[config.mk]
export PLATFORM = sky130hd
export DESIGN_NAME = vgdf_ram
export DESIGN_NICKNAME = d
export VERILOG_FILES = /design/src/rtl/vgdf_ram.sv
export SDC_FILE = /design/constraint.sdc
export NUM_CORES = 1
export LEC_CHECK = 0
export BUFFER_PORTS_ARGS = -buffer_cell sky130_fd_sc_hd__buf_4
export CAP_MARGIN = 20
export CORE_UTILIZATION = 45
export DETAILED_ROUTE_END_ITERATION = 10
export GPL_TIMING_DRIVEN = 0
export PLACE_DENSITY = 0.67
export SLEW_MARGIN = 20
export SYNTH_ARGS = -nofsm -noshare
export SYNTH_HDL_FRONTEND = slang
export SYNTH_SLANG_ARGS = --single-unit
[constraint.sdc]
create_clock -name clk -period 2.11 [get_ports clk]
set_input_delay 0.1055 -clock clk [delete_from_list [all_inputs] [get_ports clk]]
set_output_delay 0.1055 -clock clk [all_outputs]
set_load 0.03 [all_outputs]
[src/rtl/vgdf_ram.sv]
// Generic single write, single read RAM with a registered read port.
// No dependencies.
`default_nettype none
module vgdf_ram #(
  parameter int Width = 16,
  parameter int Depth = 64
) (
  input  wire logic                     clk,
  input  wire logic                     we,
  input  wire logic [$clog2(Depth)-1:0] waddr,
  input  wire logic [Width-1:0]         wdata,
  input  wire logic                     re,
  input  wire logic [$clog2(Depth)-1:0] raddr,
  output logic      [Width-1:0]         rdata
);
  logic [Width-1:0] mem [Depth];

  always_ff @(posedge clk) begin
    if (we) mem[waddr] <= wdata;
    if (re) rdata <= mem[raddr];
  end
endmodule
`default_nettype wire

* Word-level counts from Yosys, hierarchy flattened
Memories as Yosys holds them, arrays and structs flattened. A register that Yosys moved wholly into a read port is not among the register bits.
Cells that the tools add are included.
** Storage, ports and cells
- Bits in registers :: 0
- Latch bits :: 0
- RAM bits :: 1024
- ROM bits :: 0
- Input port bits :: 31
- Output and inout bits :: 16
- Logic and storage cells :: 3
- Memories :: 1
** Operators by class
- Add/subtract/negate cells :: 0
- Multipliers :: 0
- Div/mod/pow operators :: 0
- Magnitude comparators :: 0
- Equal/unequal tests :: 0
- Shift operators :: 0
- Muxes and demuxes :: 2
- Bitwise operators :: 0
- Reduce and logical (&&, ||, !) cells :: 0
** Memory list
- mem :: depth 64, width 16, rd ports 1, clocked after memory_dff 1, wr ports 1, RTL line 16 : logic [Width-1:0] mem [Depth];
** Operators with widths (count)
- $mux W1 :: 2

* Depth between registers and ports, before layout
- Word-level depth :: 2
- Gate-level depth with buffers :: 10

* Least setup slack after synthesis
OpenSTA, ideal clock, no wires.
- Path type :: input to register
- Start :: in waddr[3]
- End :: mem mem[48][0], enable pin
- Setup time :: 409 ps
- Data arrival time :: 1731 ps
- Required time :: 1701 ps
- Slack :: -30 ps
- Cell stages on the path :: 4
- Path through :: clkbuf_1 > nor2b_1 > nand4b_1 > nor3_1
** RTL lines
- from (decl) :: RTL line 10 : input wire logic [$clog2(Depth)-1:0] waddr,
- to (decl) :: RTL line 16
No word-level cell before the write port.

==> metrics.md <==
| Metric | Value |
|---|---|
| Status | finished, violations left |
| Failing checks | negative setup slack |
| TritonCTS Buffers | 101 |
| Io pins | between 40 and 50 |
| First-pass GRT wire length | approximately 140 mm |
| Largest net degree at the start of global routing | 65 |
| Fin crit share | 103.4% |
| Clock Pin Slew Worst Setup and Hold Paths | 0.06 ns |
| Die area | between 0.09 and 0.1 sq mm |
| CTS root buf | clkbuf_16 |
| Initial antenna violation count | 1 |
| Wirelength per Cell | slightly above 30 um |
| Vias | between 20k and 25k |
| NumNets Final | between 2k and 2.5k |
| Clock Skews | 0.02084 ns |
| Post-synth ARST share | 0% |
| Die Ht | 300.9 um |
| Worst path slowest cell | nor4_2 |
| Cell Chain, Critical Path | buf_2, buf_4, buf_2, buf_4, clkbuf_2, a21oi_1, nor4_2 |
| Worst-path fanout max | 10 |
| Required time of the worst setup path | 2.50 ns |
| Worst-margin pin slew | around 0.97 ns |
| Die width | 300.9 um |
| Pwr/cell area | between 900 and 1000 mW/mm^2 |
| Max Slew Vio Count | 0 |
| Syn Std Cell Area | 0.04020 sq mm |
| DRT iter0 DRCs | ~2.6k |
| Hold Fails Final Rpt | 0 |
| Share of cells above drive strength 1 | roughly a third |
| Crit path DAT | approximately 2.6 ns |
| Sequential area share after synthesis | 77.68% |
| DRC | 0 |
| Top cell type's share of synthesized area | 77.68% |
| Cell taking the most area after synthesis | edfxtp_1 |
| Critical path's top delay family | buffers and inverters |
| RSZ-0062 raised after global routing | true |
| Core box area | 0.08837 sq mm |
| Area Growth Syn to Fin | 16.12% |
| Hold Path Class | input pin to flop |
| H-tree lvl count | 3 |
| Std-Cell Rows | ~110 |
| Fin util | 52.82% |
| Maximum vdd drop | between 0.0006 and 0.0007 V |
| Detailed placer's ending HPWL | ~66 mm |
| Synth unique cells | 42 |
| P_leak | about 0.015 uW |
| Vias in the first global route | between 15k and 20k |
| GR Util All Layers | between 20% and 30% |
| Worst skew pair latency | approximately 0.67 ns |
| Clk sink count | about 1.0k |
| Top_reg_cell synth | edfxtp_1 |
| Final RePlAce weighted congestion | ~0.90 |
| CP endpoint kind | flop |
| Antenna cells | 0 |
| Met2 WL post-DR | between 40 and 50 mm |
| Tmin final | roughly 2.2 ns |
| Setup ws final | -0.07116 ns |
| Post-synth EDFFs | about 1.0k |
| Pre-CTS WS | -1.015 ns |
| CTS tree | yes |
| Yosys reg bits | 1040 |
| Fmax | approximately 0.46 GHz |
| Detail Route Antenna Nets | 0 |
| Post-route cell area | between 0.04 and 0.05 sq mm |
| Met3 routed WL | around 8.8 mm |
| Vias per cell | slightly above 6 |
| Cells after DPL | roughly 3.1k |
| Setup TNS | -0.1533 ns |
| Total wire length | 100.2 mm |
| Highest metal used | met4 |
| CP Class | input pin to flop |
| DRT Pass-1 Iters | 5 |
| Post-Syn Instances | ~1.8k |
| Final setup viols | 4 |
| Synth area leaders | edfxtp_1, mux4_2, mux2i_1 |
| M1 WL | about 40 mm |
| Syn Area/Cell | 21.98 sq um |
| Post-Syn Nets | 1860 |
| Max transition margin | between 30% and 40% |
| Initial Utilization | 45.49% |
| MaxCap Viol Count | 0 |
| CP peak stage delay | between 0.6 and 0.7 ns |
| Startpoint types | input pin |
| DP Area | roughly 0.043 sq mm |
| Ys Warns | 0 |
| Finished Layout Cells | 3283 |
| Number of port buffers | 39 |
| Largest buffer count on any clock path | 3 |
| Bufs and invs on worst path | 5 |
| Overflow after GRT | 0 |
==> through the flow <==
stage | total power, uW | hold WS, ns
3_5_place_dp | 25760 | 0.4696
2_1_floorplan | 24630 | 0.2044
5_1_grt | 44600 | 0.03302
6_report | 43580 | 0.01253
3_3_place_gp | 25670 | 0.4593
4_1_cts | 43730 | 0.02735
==> cells in the mapped netlist (4+ instances only) <==
cell,n
a41oi_1,5
o21ai_0,5
and4_1,5
mux2i_1,85
a211oi_1,8
a211o_1,8
nand3_1,24
clkbuf_1,24
nand4_1,12
a22oi_1,39
a22o_1,6
mux4_1,4
nor2b_1,30
a31oi_1,8
a221o_1,6
buf_6,17
buf_2,36
edfxtp_1,1040
nand2_1,59
a21oi_1,17
buf_12,5
buf_4,13
nor2_1,72
a221oi_1,16
mux4_2,220
mux2_2,27
a311oi_1,8
==> path summary, 6_finish.rpt <==
kind	startpoint	to	slack, ns	cells after the start
worst max register to register	mem[28][12]$_DFFE_PP_	rdata[12]$_DFFE_PP_	-0.02	5
worst min-delay path	wdata[7]	mem[39][7]$_DFFE_PP_	0.01	1
worst min register to register	mem[32][12]$_DFFE_PP_	rdata[12]$_DFFE_PP_	1.07	4
worst max-delay path	raddr[2]	rdata[8]$_DFFE_PP_	-0.07	7
==> area by class of cell <==
cell class	count	area [sq um]
Fill cell	6662	41690
Clock buffer	119	2680
Multi-Input combinational cell	685	8781
Timing Repair Buffer	104	1140
Clock inverter	67	650.6
Tap cell	1165	1458
Sequential cell	1040	31230
Buffer	103	742.0
==> power by group <==
group | leakage [uW] | internal, uW | switching, uW
sequential | 0.00937 | 22900 | 38.5
clock | 0.00164 | 10500 | 7590
combinational | 0.00365 | 877 | 1620
==> cell families after synthesis <==
family          Yosys count  synth area share [%]
flops                  1040                 77.68
compound gates          129                 2.400
simple gates            220                 2.636
mux                     336                 15.46
buf+inv                 104                 1.824
==> flip-flops by register name, summed over array words and instances (netlist names) <==
| signal | flops |
|---|---|
| rdata | 16 |
| mem | 1024 |
==> layer usage <==
| metal | up-vias | global-route usage [%] |
|---|---|---|
| met5 | - | 0 |
| met4 | 0 | 7.082 |
| met3 | 168 | 4.358 |
| met2 | 1088 | 36.38 |
| met1 | 10620 | 30.89 |
| li1 | 8129 | - |
==> what timing repair did <==
item                                    in CTS  in global routing
gates cloned                                 0                  0
buffers inserted                             3                  0
endpoints found under the hold margin       16                  0
endpoints found under the setup margin      41                 19
gates resized for setup                     51                 23
hold buffers                                 1                  0
pin swaps                                    5                  2
==> cells in the final DEF, fill, tap and decap left out, types with 5 or more instances in the layout <==
master,count
edfxtp_1,1040
mux4_2,220
clkbuf_16,105
mux2i_1,68
nor2_2,62
buf_4,59
nand2_1,58
buf_6,44
a22oi_1,39
buf_8,37
clkbuf_1,35
buf_2,32
nor2b_1,30
mux2_2,27
clkinv_2,26
nand3_1,24
clkinv_1,20
a21oi_1,14
nand4_1,12
bufinv_16,12
a221oi_1,10
mux2i_2,9
nor2_1,9
a211o_1,8
a31oi_4,8
a211oi_1,8
mux2i_4,8
a311oi_1,7
a221oi_2,6
a22o_1,6
a221o_1,6
buf_12,5
o21ai_0,5
Power figures use the tool's default switching activity.
